===== src/sv/mprr_pkg.sv =====
// Shared constants, types and codes of the multilevel priority round-robin scheduler.
`default_nettype none
package mprr_pkg;

  // Scheduler geometry.
  localparam int NUM_LEVELS  = 5;
  localparam int LEVEL_DEPTH = 16;
  localparam int ID_WIDTH    = 8;

  // Derived widths.
  localparam int FILL_W    = $clog2(LEVEL_DEPTH + 1);
  localparam int LVL_IDX_W = $clog2(NUM_LEVELS);
  localparam int TOTAL_W   = 7;

  // Fixed widths of the item fields.
  localparam int REQ_W     = 2;
  localparam int TASK_ID_W = 8;
  localparam int TASK_LV_W = 3;
  localparam int STATUS_W  = 2;

  typedef logic [ID_WIDTH-1:0]  id_t;
  typedef logic [FILL_W-1:0]    fill_t;
  typedef logic [LVL_IDX_W-1:0] lvl_idx_t;
  typedef logic [TOTAL_W-1:0]   total_t;
  typedef logic [REQ_W-1:0]     req_t;
  typedef logic [TASK_ID_W-1:0] task_id_t;
  typedef logic [TASK_LV_W-1:0] task_level_t;

  // Request codes; the fourth code is not a valid request.
  localparam req_t REQ_ENQUEUE = 2'd0;
  localparam req_t REQ_REMOVE  = 2'd1;
  localparam req_t REQ_SELECT  = 2'd2;

  typedef enum logic [STATUS_W-1:0] {
    ST_OK      = 2'd0,
    ST_INVALID = 2'd1,
    ST_ABSENT  = 2'd2,
    ST_FULL    = 2'd3
  } status_t;

  typedef enum logic [1:0] {
    S_IDLE,
    S_EXEC,
    S_WALK,
    S_FIN
  } state_t;

  // Operation applied to one level chain in a cycle.
  typedef enum logic [1:0] {
    LV_HOLD,
    LV_APPEND,
    LV_ROTATE,
    LV_DROP
  } level_op_t;

  typedef struct packed {
    level_op_t op;
    id_t       data;
  } level_cmd_t;

  typedef struct packed {
    logic shift;
    logic load;
  } cell_ctrl_t;

endpackage
`default_nettype wire


===== src/sv/mprr_if.sv =====
// Item channel interfaces of the scheduler: request channel and result channel.
`default_nettype none
interface mprr_in_if;
  logic                   valid;
  logic                   ready;
  mprr_pkg::req_t         req_type;
  mprr_pkg::task_id_t     task_id;
  mprr_pkg::task_level_t  task_level;
  logic                   task_ready;
  logic                   skip_state_check;

  modport source (
    output valid, req_type, task_id, task_level, task_ready, skip_state_check,
    input  ready
  );
  modport sink (
    input  valid, req_type, task_id, task_level, task_ready, skip_state_check,
    output ready
  );
endinterface

interface mprr_out_if;
  logic                          valid;
  logic                          ready;
  logic [mprr_pkg::STATUS_W-1:0] status;
  logic                          picked_valid;
  mprr_pkg::task_id_t            picked_id;
  mprr_pkg::task_level_t         picked_level;
  mprr_pkg::total_t              total_tasks;

  modport source (
    output valid, status, picked_valid, picked_id, picked_level, total_tasks,
    input  ready
  );
  modport sink (
    input  valid, status, picked_valid, picked_id, picked_level, total_tasks,
    output ready
  );
endinterface
`default_nettype wire


===== src/sv/mprr_cell.sv =====
// One queue cell: holds one task identifier and takes its right neighbor's on a shift.
`default_nettype none
module mprr_cell (
  input  wire                  clk,
  input  mprr_pkg::cell_ctrl_t ctrl,
  input  mprr_pkg::id_t        load_data,
  input  mprr_pkg::id_t        right_data,
  output mprr_pkg::id_t        value
);

  // A load wins over a shift; otherwise the cell holds.
  always_ff @(posedge clk) begin
    if (ctrl.load) begin
      value <= load_data;
    end else if (ctrl.shift) begin
      value <= right_data;
    end
  end

endmodule
`default_nettype wire


===== src/sv/mprr_level.sv =====
// One priority level: a chain of cells in queue order with its head in cell zero.
`default_nettype none
module mprr_level (
  input  wire                    clk,
  input  wire                    rst,
  input  mprr_pkg::level_cmd_t   cmd,
  output mprr_pkg::id_t          head,
  output mprr_pkg::fill_t        fill
);

  mprr_pkg::id_t value [mprr_pkg::LEVEL_DEPTH];

  logic moving;
  assign moving = (cmd.op == mprr_pkg::LV_ROTATE) || (cmd.op == mprr_pkg::LV_DROP);
  assign head   = value[0];

  // Each cell shifts left while inside the occupied part; the tail cell takes the
  // appended item or, on a rotate, the old head.
  for (genvar k = 0; k < mprr_pkg::LEVEL_DEPTH; k++) begin : g_cell
    localparam mprr_pkg::fill_t KF = mprr_pkg::fill_t'(k);
    localparam mprr_pkg::fill_t KN = mprr_pkg::fill_t'(k + 1);

    mprr_pkg::cell_ctrl_t ctrl;
    mprr_pkg::id_t        load_data;
    mprr_pkg::id_t        right_data;

    assign ctrl.shift = moving && (KN < fill);
    assign ctrl.load  = ((cmd.op == mprr_pkg::LV_APPEND) && (KF == fill)) ||
                        ((cmd.op == mprr_pkg::LV_ROTATE) && (KN == fill));
    assign load_data  = (cmd.op == mprr_pkg::LV_APPEND) ? cmd.data : value[0];

    if (k == mprr_pkg::LEVEL_DEPTH - 1) begin : g_last
      assign right_data = value[k];
    end else begin : g_mid
      assign right_data = value[k + 1];
    end

    mprr_cell u_cell (
      .clk        (clk),
      .ctrl       (ctrl),
      .load_data  (load_data),
      .right_data (right_data),
      .value      (value[k])
    );
  end

  // Occupancy of this level.
  always_ff @(posedge clk) begin
    if (rst) begin
      fill <= '0;
    end else begin
      unique case (cmd.op)
        mprr_pkg::LV_APPEND: fill <= fill + 1'b1;
        mprr_pkg::LV_DROP:   fill <= fill - 1'b1;
        mprr_pkg::LV_HOLD,
        mprr_pkg::LV_ROTATE: fill <= fill;
      endcase
    end
  end

endmodule
`default_nettype wire


===== src/sv/multilevel_priority_round_robin_top.sv =====
// Multilevel priority round-robin task scheduler: control sequencer and level chains.
//
// Requests arrive on in_ch and each produces exactly one result item on out_ch.
// Enqueue appends a task to its level, remove deletes the first matching task of
// its level, select returns the head of the lowest nonempty level and rotates it
// to that level's tail. Every result carries the total number of queued tasks.
// Each level is a chain of cells in queue order; every occupied cell behind the
// head hands its identifier to its left neighbor when the chain moves.
// An item is accepted only when the sequencer is idle. Enqueue, select and
// rejected requests load the result register from the execute state and then
// return to idle. A remove walks its level one cell per cycle, then loads the
// result from the finish state; the next item can be accepted only once the
// result of the last one is loaded, so items are taken one at a time.
// The result register lets the next item be accepted while a result still waits;
// a stalled receiver holds that item in the sequencer until the register frees.
// Synchronous reset empties every level and drops any pending result; no
// clearing pass is needed.
`default_nettype none
module multilevel_priority_round_robin_top (
  input  wire          clk,
  input  wire          rst,
  mprr_in_if.sink      in_ch,
  mprr_out_if.source   out_ch
);

  // Level chains.
  mprr_pkg::level_cmd_t cmd   [mprr_pkg::NUM_LEVELS];
  mprr_pkg::id_t        heads [mprr_pkg::NUM_LEVELS];
  mprr_pkg::fill_t      fills [mprr_pkg::NUM_LEVELS];

  for (genvar i = 0; i < mprr_pkg::NUM_LEVELS; i++) begin : g_level
    mprr_level u_level (
      .clk  (clk),
      .rst  (rst),
      .cmd  (cmd[i]),
      .head (heads[i]),
      .fill (fills[i])
    );
  end

  // Sequencer registers.
  mprr_pkg::state_t      state, state_next;
  mprr_pkg::req_t        req_q;
  mprr_pkg::id_t         id_q;
  mprr_pkg::task_level_t lvl_q;
  logic                  ready_q;
  logic                  skip_q;
  mprr_pkg::fill_t       steps, steps_next;
  logic                  found, found_next;
  mprr_pkg::total_t      total, total_next;

  // Result register.
  logic                  out_valid;
  logic                  out_load;
  mprr_pkg::status_t     out_status, out_status_n;
  logic                  out_pv, out_pv_n;
  mprr_pkg::task_id_t    out_pid, out_pid_n;
  mprr_pkg::task_level_t out_plv, out_plv_n;
  mprr_pkg::total_t      out_total;

  logic               in_fire;
  logic               out_free;
  logic               lvl_ok;
  mprr_pkg::lvl_idx_t lvl_idx;
  logic               sel_found;
  mprr_pkg::lvl_idx_t sel_idx;
  logic               drop;

  assign in_ch.ready = (state == mprr_pkg::S_IDLE);
  assign in_fire     = in_ch.valid && in_ch.ready;
  assign out_free    = !out_valid || out_ch.ready;

  assign lvl_ok  = (lvl_q != '0) && (int'(lvl_q) < mprr_pkg::NUM_LEVELS);
  assign lvl_idx = mprr_pkg::lvl_idx_t'(lvl_q);
  assign drop    = !found && (heads[lvl_idx] == id_q);

  // Lowest nonempty level for a select.
  always_comb begin
    sel_found = 1'b0;
    sel_idx   = '0;
    for (int i = mprr_pkg::NUM_LEVELS - 1; i >= 0; i--) begin
      if (fills[i] != '0) begin
        sel_found = 1'b1;
        sel_idx   = mprr_pkg::lvl_idx_t'(i);
      end
    end
  end

  // Next state, level commands and result.
  always_comb begin
    state_next   = state;
    steps_next   = steps;
    found_next   = found;
    total_next   = total;
    out_load     = 1'b0;
    out_status_n = mprr_pkg::ST_OK;
    out_pv_n     = 1'b0;
    out_pid_n    = '0;
    out_plv_n    = '0;
    for (int i = 0; i < mprr_pkg::NUM_LEVELS; i++) begin
      cmd[i].op   = mprr_pkg::LV_HOLD;
      cmd[i].data = id_q;
    end

    unique case (state)
      mprr_pkg::S_IDLE: begin
        if (in_fire) begin
          state_next = mprr_pkg::S_EXEC;
        end
      end

      mprr_pkg::S_EXEC: begin
        if (out_free) begin
          unique case (req_q)
            mprr_pkg::REQ_ENQUEUE: begin
              out_load   = 1'b1;
              state_next = mprr_pkg::S_IDLE;
              if ((!ready_q && !skip_q) || !lvl_ok) begin
                out_status_n = mprr_pkg::ST_INVALID;
              end else if (fills[lvl_idx] ==
                           mprr_pkg::fill_t'(mprr_pkg::LEVEL_DEPTH)) begin
                out_status_n = mprr_pkg::ST_FULL;
              end else begin
                cmd[lvl_idx].op = mprr_pkg::LV_APPEND;
                total_next      = total + 1'b1;
              end
            end

            mprr_pkg::REQ_REMOVE: begin
              if ((ready_q && !skip_q) || !lvl_ok) begin
                out_load     = 1'b1;
                out_status_n = mprr_pkg::ST_INVALID;
                state_next   = mprr_pkg::S_IDLE;
              end else if (fills[lvl_idx] == '0) begin
                out_load     = 1'b1;
                out_status_n = mprr_pkg::ST_ABSENT;
                state_next   = mprr_pkg::S_IDLE;
              end else begin
                steps_next = fills[lvl_idx];
                found_next = 1'b0;
                state_next = mprr_pkg::S_WALK;
              end
            end

            mprr_pkg::REQ_SELECT: begin
              out_load   = 1'b1;
              state_next = mprr_pkg::S_IDLE;
              if (sel_found) begin
                cmd[sel_idx].op = mprr_pkg::LV_ROTATE;
                out_pv_n        = 1'b1;
                out_pid_n       = mprr_pkg::task_id_t'(heads[sel_idx]);
                out_plv_n       = mprr_pkg::task_level_t'(sel_idx);
              end
            end

            default: begin
              out_load     = 1'b1;
              out_status_n = mprr_pkg::ST_INVALID;
              state_next   = mprr_pkg::S_IDLE;
            end
          endcase
        end
      end

      // Pass every task of the level through the head once, dropping the first match.
      mprr_pkg::S_WALK: begin
        if (drop) begin
          cmd[lvl_idx].op = mprr_pkg::LV_DROP;
          found_next      = 1'b1;
          total_next      = total - 1'b1;
        end else begin
          cmd[lvl_idx].op = mprr_pkg::LV_ROTATE;
        end
        steps_next = steps - 1'b1;
        if (steps == mprr_pkg::fill_t'(1)) begin
          state_next = mprr_pkg::S_FIN;
        end
      end

      mprr_pkg::S_FIN: begin
        if (out_free) begin
          out_load     = 1'b1;
          out_status_n = found ? mprr_pkg::ST_OK : mprr_pkg::ST_ABSENT;
          state_next   = mprr_pkg::S_IDLE;
        end
      end
    endcase
  end

  // Control registers.
  always_ff @(posedge clk) begin
    if (rst) begin
      state     <= mprr_pkg::S_IDLE;
      total     <= '0;
      found     <= 1'b0;
      steps     <= '0;
      out_valid <= 1'b0;
    end else begin
      state <= state_next;
      total <= total_next;
      found <= found_next;
      steps <= steps_next;
      if (out_load) begin
        out_valid <= 1'b1;
      end else if (out_ch.ready) begin
        out_valid <= 1'b0;
      end
    end
  end

  // Request capture and result payload.
  always_ff @(posedge clk) begin
    if (in_fire) begin
      req_q   <= in_ch.req_type;
      id_q    <= mprr_pkg::id_t'(in_ch.task_id);
      lvl_q   <= in_ch.task_level;
      ready_q <= in_ch.task_ready;
      skip_q  <= in_ch.skip_state_check;
    end
    if (out_load) begin
      out_status <= out_status_n;
      out_pv     <= out_pv_n;
      out_pid    <= out_pid_n;
      out_plv    <= out_plv_n;
      out_total  <= total_next;
    end
  end

  assign out_ch.valid        = out_valid;
  assign out_ch.status       = out_status;
  assign out_ch.picked_valid = out_pv;
  assign out_ch.picked_id    = out_pid;
  assign out_ch.picked_level = out_plv;
  assign out_ch.total_tasks  = out_total;

`ifndef SYNTH
  // Only a remove request walks a level.
  a_walk_is_remove: assert property (@(posedge clk) disable iff (rst)
    (state == mprr_pkg::S_WALK) |-> (req_q == mprr_pkg::REQ_REMOVE && lvl_ok))
    else $error("level walk without a valid remove request");

  // An accepted item enters the execute state in the next cycle.
  a_accept_exec: assert property (@(posedge clk) disable iff (rst)
    in_fire |=> (state == mprr_pkg::S_EXEC))
    else $error("accepted item not executed");

  // The most urgent level is never filled.
  a_level0_empty: assert property (@(posedge clk) disable iff (rst)
    fills[0] == '0)
    else $error("level zero holds tasks");

  // A walk never runs past the occupied cells.
  a_walk_steps: assert property (@(posedge clk) disable iff (rst)
    (state == mprr_pkg::S_WALK) |-> (steps != '0 && steps <= fills[lvl_idx] + found))
    else $error("walk step count out of range");

  // A result is never overwritten while the receiver stalls.
  a_no_overwrite: assert property (@(posedge clk) disable iff (rst)
    out_load |-> out_free)
    else $error("pending result overwritten");
`endif

endmodule
`default_nettype wire

===== src/flat_wrapper.sv =====
// flat-port wrapper written by rule: the top's interface ports become plain ports
module multilevel_priority_round_robin_top_flat 
  (clk, rst, in_ch_valid, in_ch_req_type, in_ch_task_id, in_ch_task_level, in_ch_task_ready, in_ch_skip_state_check, in_ch_ready, out_ch_valid, out_ch_status, out_ch_picked_valid, out_ch_picked_id, out_ch_picked_level, out_ch_total_tasks, out_ch_ready);
  mprr_in_if in_ch_i ();
  mprr_out_if out_ch_i ();
  input  wire clk;
  input  wire rst;
  input wire logic [$bits(in_ch_i.valid)-1:0] in_ch_valid;
  input wire logic [$bits(in_ch_i.req_type)-1:0] in_ch_req_type;
  input wire logic [$bits(in_ch_i.task_id)-1:0] in_ch_task_id;
  input wire logic [$bits(in_ch_i.task_level)-1:0] in_ch_task_level;
  input wire logic [$bits(in_ch_i.task_ready)-1:0] in_ch_task_ready;
  input wire logic [$bits(in_ch_i.skip_state_check)-1:0] in_ch_skip_state_check;
  output wire logic [$bits(in_ch_i.ready)-1:0] in_ch_ready;
  output wire logic [$bits(out_ch_i.valid)-1:0] out_ch_valid;
  output wire logic [$bits(out_ch_i.status)-1:0] out_ch_status;
  output wire logic [$bits(out_ch_i.picked_valid)-1:0] out_ch_picked_valid;
  output wire logic [$bits(out_ch_i.picked_id)-1:0] out_ch_picked_id;
  output wire logic [$bits(out_ch_i.picked_level)-1:0] out_ch_picked_level;
  output wire logic [$bits(out_ch_i.total_tasks)-1:0] out_ch_total_tasks;
  input wire logic [$bits(out_ch_i.ready)-1:0] out_ch_ready;
  assign in_ch_i.valid = in_ch_valid;
  assign in_ch_i.req_type = in_ch_req_type;
  assign in_ch_i.task_id = in_ch_task_id;
  assign in_ch_i.task_level = in_ch_task_level;
  assign in_ch_i.task_ready = in_ch_task_ready;
  assign in_ch_i.skip_state_check = in_ch_skip_state_check;
  assign in_ch_ready = in_ch_i.ready;
  assign out_ch_valid = out_ch_i.valid;
  assign out_ch_status = out_ch_i.status;
  assign out_ch_picked_valid = out_ch_i.picked_valid;
  assign out_ch_picked_id = out_ch_i.picked_id;
  assign out_ch_picked_level = out_ch_i.picked_level;
  assign out_ch_total_tasks = out_ch_i.total_tasks;
  assign out_ch_i.ready = out_ch_ready;
  multilevel_priority_round_robin_top u_core (.clk(clk), .rst(rst), .in_ch(in_ch_i), .out_ch(out_ch_i));
endmodule

===== config.mk =====
export PLATFORM = sky130hd
export DESIGN_NAME = multilevel_priority_round_robin_top_flat
export DESIGN_NICKNAME = d
export VERILOG_FILES = /design/src/sv/mprr_pkg.sv /design/src/sv/mprr_if.sv /design/src/sv/mprr_cell.sv /design/src/sv/mprr_level.sv /design/src/sv/multilevel_priority_round_robin_top.sv /design/src/flat_wrapper.sv
export SDC_FILE = /design/constraint.sdc
export NUM_CORES = 1
export LEC_CHECK = 0
export BUFFER_PORTS_ARGS = -buffer_cell sky130_fd_sc_hd__buf_2
export CORE_UTILIZATION = 60
export CTS_CLUSTER_DIAMETER = 150
export CTS_CLUSTER_SIZE = 10
export DETAILED_ROUTE_END_ITERATION = 8
export HOLD_SLACK_MARGIN = 0.08
export PLACE_DENSITY_LB_ADDON = 0.12
export SYNTH_ARGS = -nofsm -noshare
export SYNTH_HDL_FRONTEND = slang
export SYNTH_SLANG_ARGS = --single-unit
export TNS_END_PERCENT = 10

===== constraint.sdc =====
create_clock -name clk -period 5.2 [get_ports clk]
set_clock_uncertainty 0.1 [all_clocks]
set_input_delay 0.26 -clock clk [delete_from_list [all_inputs] [get_ports clk]]
set_output_delay 0.26 -clock clk [all_outputs]
set_load 0.01 [all_outputs]

=== Word-level counts from Yosys, hierarchy flattened ===
Index checks and enable logic that the tools add are counted.

* Muxes and demuxes: 237
* Multiply operators: 0
* Equality and inequality tests: 111
* Divide/modulo/power cells: 0
* Add/subtract/negate cells: 13
* Reductions and logical operators: 441
* Bitwise logic cells: 2
* Shift-type cells: 0
* $lt $le $gt $ge: 80

{| class="wikitable"
|+ Operators with widths
! operator !! count
|-
| $mux W8 || 159
|-
| $mux W50 || 5
|-
| $logic_and A1 B1 Y1 || 242
|-
| $bwmux W50 || 4
|-
| $eq A4 B5 Y1 const A || 40
|-
| $lt A4 B5 Y1 const A || 40
|-
| $pmux W50 S2 || 2
|-
| $reduce_bool A2 Y1 || 77
|-
| $eq A3 B5 Y1 const A || 20
|-
| $lt A3 B5 Y1 const A || 20
|-
| $logic_or A1 B1 Y1 || 88
|-
| $demux W10 S3 || 2
|-
| $pmux W5 S2 || 6
|-
| $eq A2 B5 Y1 const A || 10
|-
| $lt A2 B5 Y1 const A || 10
|-
| $bmux W8 S3 || 2
|-
| $mux W7 || 5
|-
| $logic_not A5 Y1 || 6
|-
| $mux W5 || 6
|-
| $sub A5 B1 Y5 const B || 6
|-
| $mux W2 || 14
|-
| $eq A2 B2 Y1 const B || 13
|-
| $add A5 B1 Y5 const B || 5
|-
| $eq A1 B5 Y1 const A || 5
|-
| 32 further kinds || 97
|}

* Bits in latches: 0
* Memories: 0
* Logic and storage cells: 984
* Flip-flop bits (word level): 717
* Output and inout bits: 23
* Memory bits (writable): 0
* Bits of input ports: 19
* Bits in read-only memories: 0

=== Depth between registers and ports, before layout ===
* Depth in word-level cells: 21
* Gate-level depth with buffers: 16
* Gate-level depth less buffers: 11

=== By module ===
From an unflattened synthesis, not the netlist that was laid out.

* Cell total of the unflattened synthesis: 2460
* Area, all modules: 38204.1 um^2

{| class="wikitable"
|+ By module, submodules not included
! module !! area each (um^2) !! instances !! cells each
|-
| mprr_cell || 377.9 || 80 || 18
|-
| mprr_level || 828.3 || 5 || 118
|-
| multilevel_priority_round_robin_top || 3833.7 || 1 || 430
|}

=== Worst setup path after synthesis ===
No wires, ideal clock.

* Kind: register to register
* From: register u_core.g_level[2].u_level.fill[1]
* To: register u_core.g_level[4].u_level.g_cell[12].u_cell.value[0] (enable)
* Setup slack: 1.418 ns
* Arrival: 3.307 ns
* Required time: 4.725 ns
* Clock period less this slack: 3.782 ns
* Cell stages (with the launch flop): 15
* Cell sequence: dfxtp_1 -> clkbuf_1 -> inv_1 -> ha_1 -> nor4b_2 -> nand2_1 -> nor4_4 -> a21o_1 -> and2_1 -> buf_2 -> nand2_1 -> o21ai_1 -> and2_1 -> buf_2 -> o21bai_1

* Cells in the longest elaborated chain, start to end: 18
* Elaborated cells on any way between the ends: 33

{| class="wikitable"
|+ Ends and longest elaborated chain
! item !! RTL line !! text
|-
| start: declaration || mprr_level.sv:8 || <nowiki>output mprr_pkg::fill_t fill</nowiki>
|-
| start signal: assignment || mprr_level.sv:53 || <nowiki>mprr_pkg::LV_APPEND: fill <= fill + 1'b1;</nowiki>
|-
| start signal: assignment || mprr_level.sv:54 || <nowiki>mprr_pkg::LV_DROP: fill <= fill - 1'b1;</nowiki>
|-
| start signal: assignment || mprr_level.sv:56 || <nowiki>mprr_pkg::LV_ROTATE: fill <= fill;</nowiki>
|-
| $reduce_bool A5 Y1 || multilevel_priority_round_robin_top.sv:82 || <nowiki>if (fills[i] != '0) begin</nowiki>
|-
| $mux W3 (3 in a row) || multilevel_priority_round_robin_top.sv:82 ||
|-
| $not A3 Y4 (implied by the code) || multilevel_priority_round_robin_top.sv:149 || <nowiki>cmd[sel_idx].op = mprr_pkg::LV_ROTATE;</nowiki>
|-
| $ge A4 B4 Y1 (implied by the code) / $lt A4 B1 Y1 (equally long branches) || multilevel_priority_round_robin_top.sv:149 ||
|-
| $logic_and A1 B1 Y1 (implied by the code) || multilevel_priority_round_robin_top.sv:149 ||
|-
| $mux W10 (implied by the code) || multilevel_priority_round_robin_top.sv:149 ||
|-
| $demux W10 S3 || multilevel_priority_round_robin_top.sv:149 ||
|-
| $bwmux W50 || multilevel_priority_round_robin_top.sv:149 ||
|-
| $mux W50 || multilevel_priority_round_robin_top.sv:148 || <nowiki>if (sel_found) begin</nowiki>
|-
| $pmux W50 S2 * || multilevel_priority_round_robin_top.sv:114 || <nowiki>unique case (req_q)</nowiki>
|-
| $mux W50 * || multilevel_priority_round_robin_top.sv:113 || <nowiki>if (out_free) begin</nowiki>
|-
| $pmux W50 S2 * || multilevel_priority_round_robin_top.sv:105 || <nowiki>unique case (state)</nowiki>
|-
| $eq A2 B1 Y1, or another cell as far along || mprr_level.sv:28 || <nowiki>assign ctrl.load = ((cmd.op == mprr_pkg::LV_APPEND) && (KF == fill)) ||</nowiki>
|-
| $logic_and A1 B1 Y1, or another cell as far along || mprr_level.sv:28 ||
|-
| $logic_or A1 B1 Y1 / $logic_and A1 B1 Y1 (equally long branches) || mprr_level.sv:28, mprr_level.sv:27 ||
|-
| $reduce_bool A2 Y1 (no source line) * || -- ||
|-
| end signal: assignment || mprr_cell.sv:14 || <nowiki>value <= load_data;</nowiki>
|-
| end signal: assignment || mprr_cell.sv:16 || <nowiki>value <= right_data;</nowiki>
|-
| end: declaration || mprr_cell.sv:8 || <nowiki>output mprr_pkg::id_t value</nowiki>
|}

Mark *: on every way between the ends. The rest lies on a longest branch, timed or not. The select of a mux whose other input is x is not followed.
A chain may end at the register's enable or synchronous reset.

=== Worst setup path in the final report ===
* From: register u_core.lvl_q[0] (netlist: u_core.lvl_idx[0])
* To: register u_core.g_level[4].u_level.g_cell[0].u_cell.value[5] (enable)

* Cells in the longest elaborated chain, start to end: 15
* Elaborated cells on any way between the ends: 38

{| class="wikitable"
|+ Ends and longest elaborated chain
! item !! RTL line !! text
|-
| start: declaration || multilevel_priority_round_robin_top.sv:45 || <nowiki>mprr_pkg::task_level_t lvl_q;</nowiki>
|-
| start signal: assignment || multilevel_priority_round_robin_top.sv:216 || <nowiki>lvl_q <= in_ch.task_level;</nowiki>
|-
| $not A3 Y4 (implied by the code) || -- ||
|-
| $ge A4 B4 Y1 (implied by the code) / $lt A4 B1 Y1 (equally long branches) || multilevel_priority_round_robin_top.sv:124, multilevel_priority_round_robin_top.sv:168, multilevel_priority_round_robin_top.sv:172 ||
|-
| $logic_and A1 B1 Y1 (implied by the code) || multilevel_priority_round_robin_top.sv:124, multilevel_priority_round_robin_top.sv:168, multilevel_priority_round_robin_top.sv:172 ||
|-
| $mux W10 (implied by the code) || multilevel_priority_round_robin_top.sv:124, multilevel_priority_round_robin_top.sv:168, multilevel_priority_round_robin_top.sv:172 ||
|-
| $demux W10 S3 || multilevel_priority_round_robin_top.sv:124, multilevel_priority_round_robin_top.sv:168, multilevel_priority_round_robin_top.sv:172 ||
|-
| $bwmux W50 || multilevel_priority_round_robin_top.sv:124 || <nowiki>cmd[lvl_idx].op = mprr_pkg::LV_APPEND;</nowiki>
|-
| $mux W50 || multilevel_priority_round_robin_top.sv:120 || <nowiki>end else if (fills[lvl_idx] ==</nowiki>
|-
| $mux W50 || multilevel_priority_round_robin_top.sv:118 || <nowiki>if ((!ready_q && !skip_q) || !lvl_ok) begin</nowiki>
|-
| $pmux W50 S2 || multilevel_priority_round_robin_top.sv:114 ||
|-
| $mux W50 || multilevel_priority_round_robin_top.sv:113 ||
|-
| $pmux W50 S2 * || multilevel_priority_round_robin_top.sv:105 ||
|-
| $eq A2 B1 Y1, or another cell as far along || mprr_level.sv:28, mprr_level.sv:30 ||
|-
| $logic_and A1 B1 Y1, or another cell as far along || mprr_level.sv:28 ||
|-
| $logic_or A1 B1 Y1 / $logic_and A1 B1 Y1 (equally long branches) || mprr_level.sv:28, mprr_level.sv:27 ||
|-
| $reduce_bool A2 Y1 (no source line) * || -- ||
|-
| end signal: assignment || mprr_cell.sv:14 ||
|-
| end signal: assignment || mprr_cell.sv:16 ||
|-
| end: declaration || mprr_cell.sv:8 ||
|}

Marked as above.

==> impl_metrics.csv <==
group,metric,value,unit
timing,fin_crit_sh,89.8,%
outcome,status,"completed",
layout,n_fill_cell,4037,
route,wl_per_cell,23.0,um
floorplanning,die_h,243,um
min_path,min_from,"rst",
clock_tree,clk_pin_slew,60,ps
layout,final_common_cell,"edfxtp_1",
power_and_ir_drop,switching_share,20.5,%
clock_tree,worstSkewPairLatency,630,ps
min_path,worstHoldPathCells,2,
global_routing,gr-usage-all-layers,26.1,%
setup_path,critPathCaptureType,"flip-flop",
timing,tightest_slew,1290,ps
power_and_ir_drop,p_seq_share,53.8,%
layout,utilization,67.2,%
synth,synthSimpleGateAreaFrac,7.27,%
setup_path,crit_chain,"or2_2, o22a_1, and3_1, or4_1, nor4_2, buf_4, a31o_2, a21oi_2, a32oi_2, o21ai_0",
global_routing,grt_pass1_vias,20700,
synth,syn_nets,2503,
timing,fin_hold_ws,207,ps
timing,drv_slew,0,
synth,syn-cell-area,34700,um^2
synth,synth_mux_area_share,20.6,%
route,wirelength,76200,um
clock_tree,cts_setup_buffers,0,
route,first_pass_iters,8,
layout,drive_gt1_share,34.5,%
power_and_ir_drop,ir_drop,0.241,mV
layout,fin_area,38200,um^2
synth,synthCells,2451,
clock_tree,htree_levels,3,
setup_path,critPathKind,"flip-flop to flip-flop",
global_routing,antenna_found_initial,1,
floorplanning,die_x,243,um
timing,min_period,4670,ps
synth,synth_flop_cell,"edfxtp_1",
placement,dpl.hpwl,52400,um
synth,yosysWarnings,0,
timing,finalSetupViolations,0,
setup_path,cp.required,5320,ps
synth,ys_types,93,
route,avgViaCountPerCell,6.24,
power_and_ir_drop,p_comb_share,2.3,%
synth,synth_compound_area_share,6.86,%
timing,rsz0062_at_grt,"false",
setup_path,reg2regPathDepth,10,
global_routing,grt_max_degree,44,
global_routing,grt_first_pass_wirelength,120000,um
route,vias,20700,
timing,hold_viol,0,
setup_path,arrival,4790,ps
power_and_ir_drop,finalPower,11700,uW
setup_path,cp_num_buf_inv,1,
clock_tree,cts_tree,"yes",
route,drt_iter0_drc,1723,
floorplanning,dieArea,58900,um^2
power_and_ir_drop,p_switching,2390,uW
global_routing,grt_overflow,0,
setup_path,path_max_fanout,21,
clock_tree,cts_sinks,717,
layout,syn_to_final_growth,9.97,%
placement,place_congestion,1.00,
setup_path,startpoint_type,"flip-flop",
setup_path,crit_slowest_cell,"edfxtp_1",
synth,synth_edf_count,676,
timing,fmaxAchievable,214,MHz
synth,synthArstFlopShare,0,%
setup_path,max_stage_delay,690,ps
floorplanning,start_util,61.1,%
floorplanning,pin_count,42,
clock_tree,cts-root-buf,"clkbuf_16",
floorplanning,core-area,56800,um^2
layout,final_cell_mix,"edfxtp_1, mux2_2, nand2_1",
synth,synth_seq_area_share,60.8,%
setup_path,rrSetupSlack,530,ps
synth,synth-seq-cells,717,
synth,synthAdderAreaFrac,1.19,%
route,postRouteAntennaNets,0,
placement,place_area,35700,um^2
min_path,hold_path_class,"input port to flip-flop",
setup_path,rr_startpoint,"u_core.lvl_idx[0]",
power_and_ir_drop,power.density,306,nW/um^2
timing,tns,0,ps
synth,synth_top_family_by_area,"multiplexers",
clock_tree,cts_buffers,81,
floorplanning,placementRows,87,
timing,slew_headroom,13.6,%
power_and_ir_drop,p_leak,0.0121,uW
synth,synth_area_per_cell,14.2,um^2
clock_tree,cts_buffer_depth,3,
synth,synth-xor-area-share,0.756,%
flow_run,cap_violations,0,
setup_path,cpLargestDelayFamily,"compound AO/OA/AOI/OAI gates",
layout,nNetsFinal,2558,
power_and_ir_drop,p_clk_share,43.9,%
min_path,whs_endpoint,"u_core.g_level[3].u_level.fill[2]",
layout,n_antenna_cell,0,
placement,place.port_buffers,41,
power_and_ir_drop,internal-power,9290,uW
route,drc,0,
[synth_stat cells (5+ instances only)]
| cell type | n | area share [%] |
|---|---|---|
| a21o_1 | 8 | 0.17 |
| ha_1 | 33 | 1.2 |
| nor2_1 | 116 | 1.3 |
| a211oi_1 | 15 | 0.32 |
| or2_2 | 13 | 0.23 |
| nand4_1 | 18 | 0.32 |
| nor4_2 | 5 | 0.18 |
| mux2_2 | 609 | 20 |
| o21ai_0 | 65 | 0.94 |
| and2_1 | 18 | 0.32 |
| a21oi_1 | 53 | 0.76 |
| clkbuf_1 | 90 | 0.97 |
| or3_1 | 9 | 0.16 |
| nor4_1 | 6 | 0.11 |
| dfxtp_1 | 41 | 2.4 |
| xor2_1 | 14 | 0.35 |
| a22o_1 | 9 | 0.23 |
| nor2b_1 | 14 | 0.25 |
| nand2_2 | 6 | 0.11 |
| a32o_1 | 11 | 0.32 |
| inv_1 | 33 | 0.36 |
| nand2b_1 | 22 | 0.40 |
| nor3b_1 | 7 | 0.15 |
| edfxtp_1 | 676 | 58 |
| o21a_1 | 11 | 0.24 |
| nand3_1 | 41 | 0.59 |
| o21ai_2 | 5 | 0.13 |
| a21oi_2 | 10 | 0.25 |
| a22oi_1 | 5 | 0.11 |
| o21bai_1 | 14 | 0.30 |
| mux2i_1 | 27 | 0.78 |
| nor3_1 | 20 | 0.29 |
| a31oi_1 | 21 | 0.38 |
| buf_4 | 9 | 0.19 |
| buf_2 | 49 | 0.71 |
| xnor2_1 | 16 | 0.40 |
| nand2_1 | 168 | 1.8 |
| buf_6 | 7 | 0.23 |
| o21ai_1 | 39 | 0.56 |
| and3_1 | 10 | 0.18 |
[layer usage]
layer	vias to the layer above	track usage, %	share of wire (%)
li1	9447	-	-
met1	10400	37.2	44
met2	715	41.3	47
met3	155	4.21	6.1
met4	0	8.69	3.1
met5	-	0	0
[sequential cells by signal, indices dropped and copies added, names as in the netlist, 2 cells and up, named ones only]
signal	count
u_core.lvl_idx	3
u_core.req_q	2
u_core.id_q	8
u_core.out_ch.status	2
u_core.out_ch.total_tasks	7
u_core.steps	5
u_core.out_ch.picked_id	8
u_core.g_level.u_level.g_cell.u_cell.value	640
u_core.g_level.u_level.fill	25
u_core.out_ch.picked_level	3
u_core.total	7
[metrics by stage]
step           instances  worst slack (ps)
2_1_floorplan       2451              1420
3_3_place_gp        3162               682
3_5_place_dp        3162               600
4_1_cts             3313               595
5_1_grt             3313               165
6_report            3313               531
[worst max path at each step]
stage / start / endpoint / slack (ps) / cells after the start
finish: u_core.lvl_idx[0] / flip-flop / 530 / 10
global route: u_core.g_level[2].u_level.fill[0] / flip-flop / 170 / 11
CTS: u_core.g_level[0].u_level.fill[1] / flip-flop / 590 / 10
detailed placement: u_core.g_level[0].u_level.fill[1] / flip-flop / 600 / 10
global placement: u_core.g_level[0].u_level.fill[1] / flip-flop / 680 / 10
floorplan: u_core.g_level[2].u_level.fill[1] / flip-flop / 1420 / 14
[power groups by stage]
stage	clock, uW	sequential, uW	combinational, uW
finish	5120	6290	271
global placement	0	6400	249
floorplan	0	6390	150
CTS	5220	6280	262
global route	5420	6280	285
detailed placement	0	6400	252
[kinds of logic after synthesis]
family,after synthesis
DFF,717
xor gates and xnor gates,30
adders and majority gates,33
and+or+nand+nor,504
muxes,638
AOI/OAI and AO/OA,337
buffers and inverters,192
[area by class of cell]
type | count | area, um^2 | share of cell area, %
clock buffers | 128 | 2250 | 5.88
clock inverters | 6 | 75.1 | 0.197
inverters | 35 | 131 | 0.344
multi-input cells | 1542 | 12800 | 33.4
flip-flops and latches | 717 | 21100 | 55.3
well taps | 756 | 946 | 2.48
repair buffers | 129 | 921 | 2.41
[timing repair]
item,4_1_cts,5_1_grt
gates resized for setup,0,0
hold endpoints to repair,18,0
hold buffers,17,0
(Power assumes the default switching activity.)
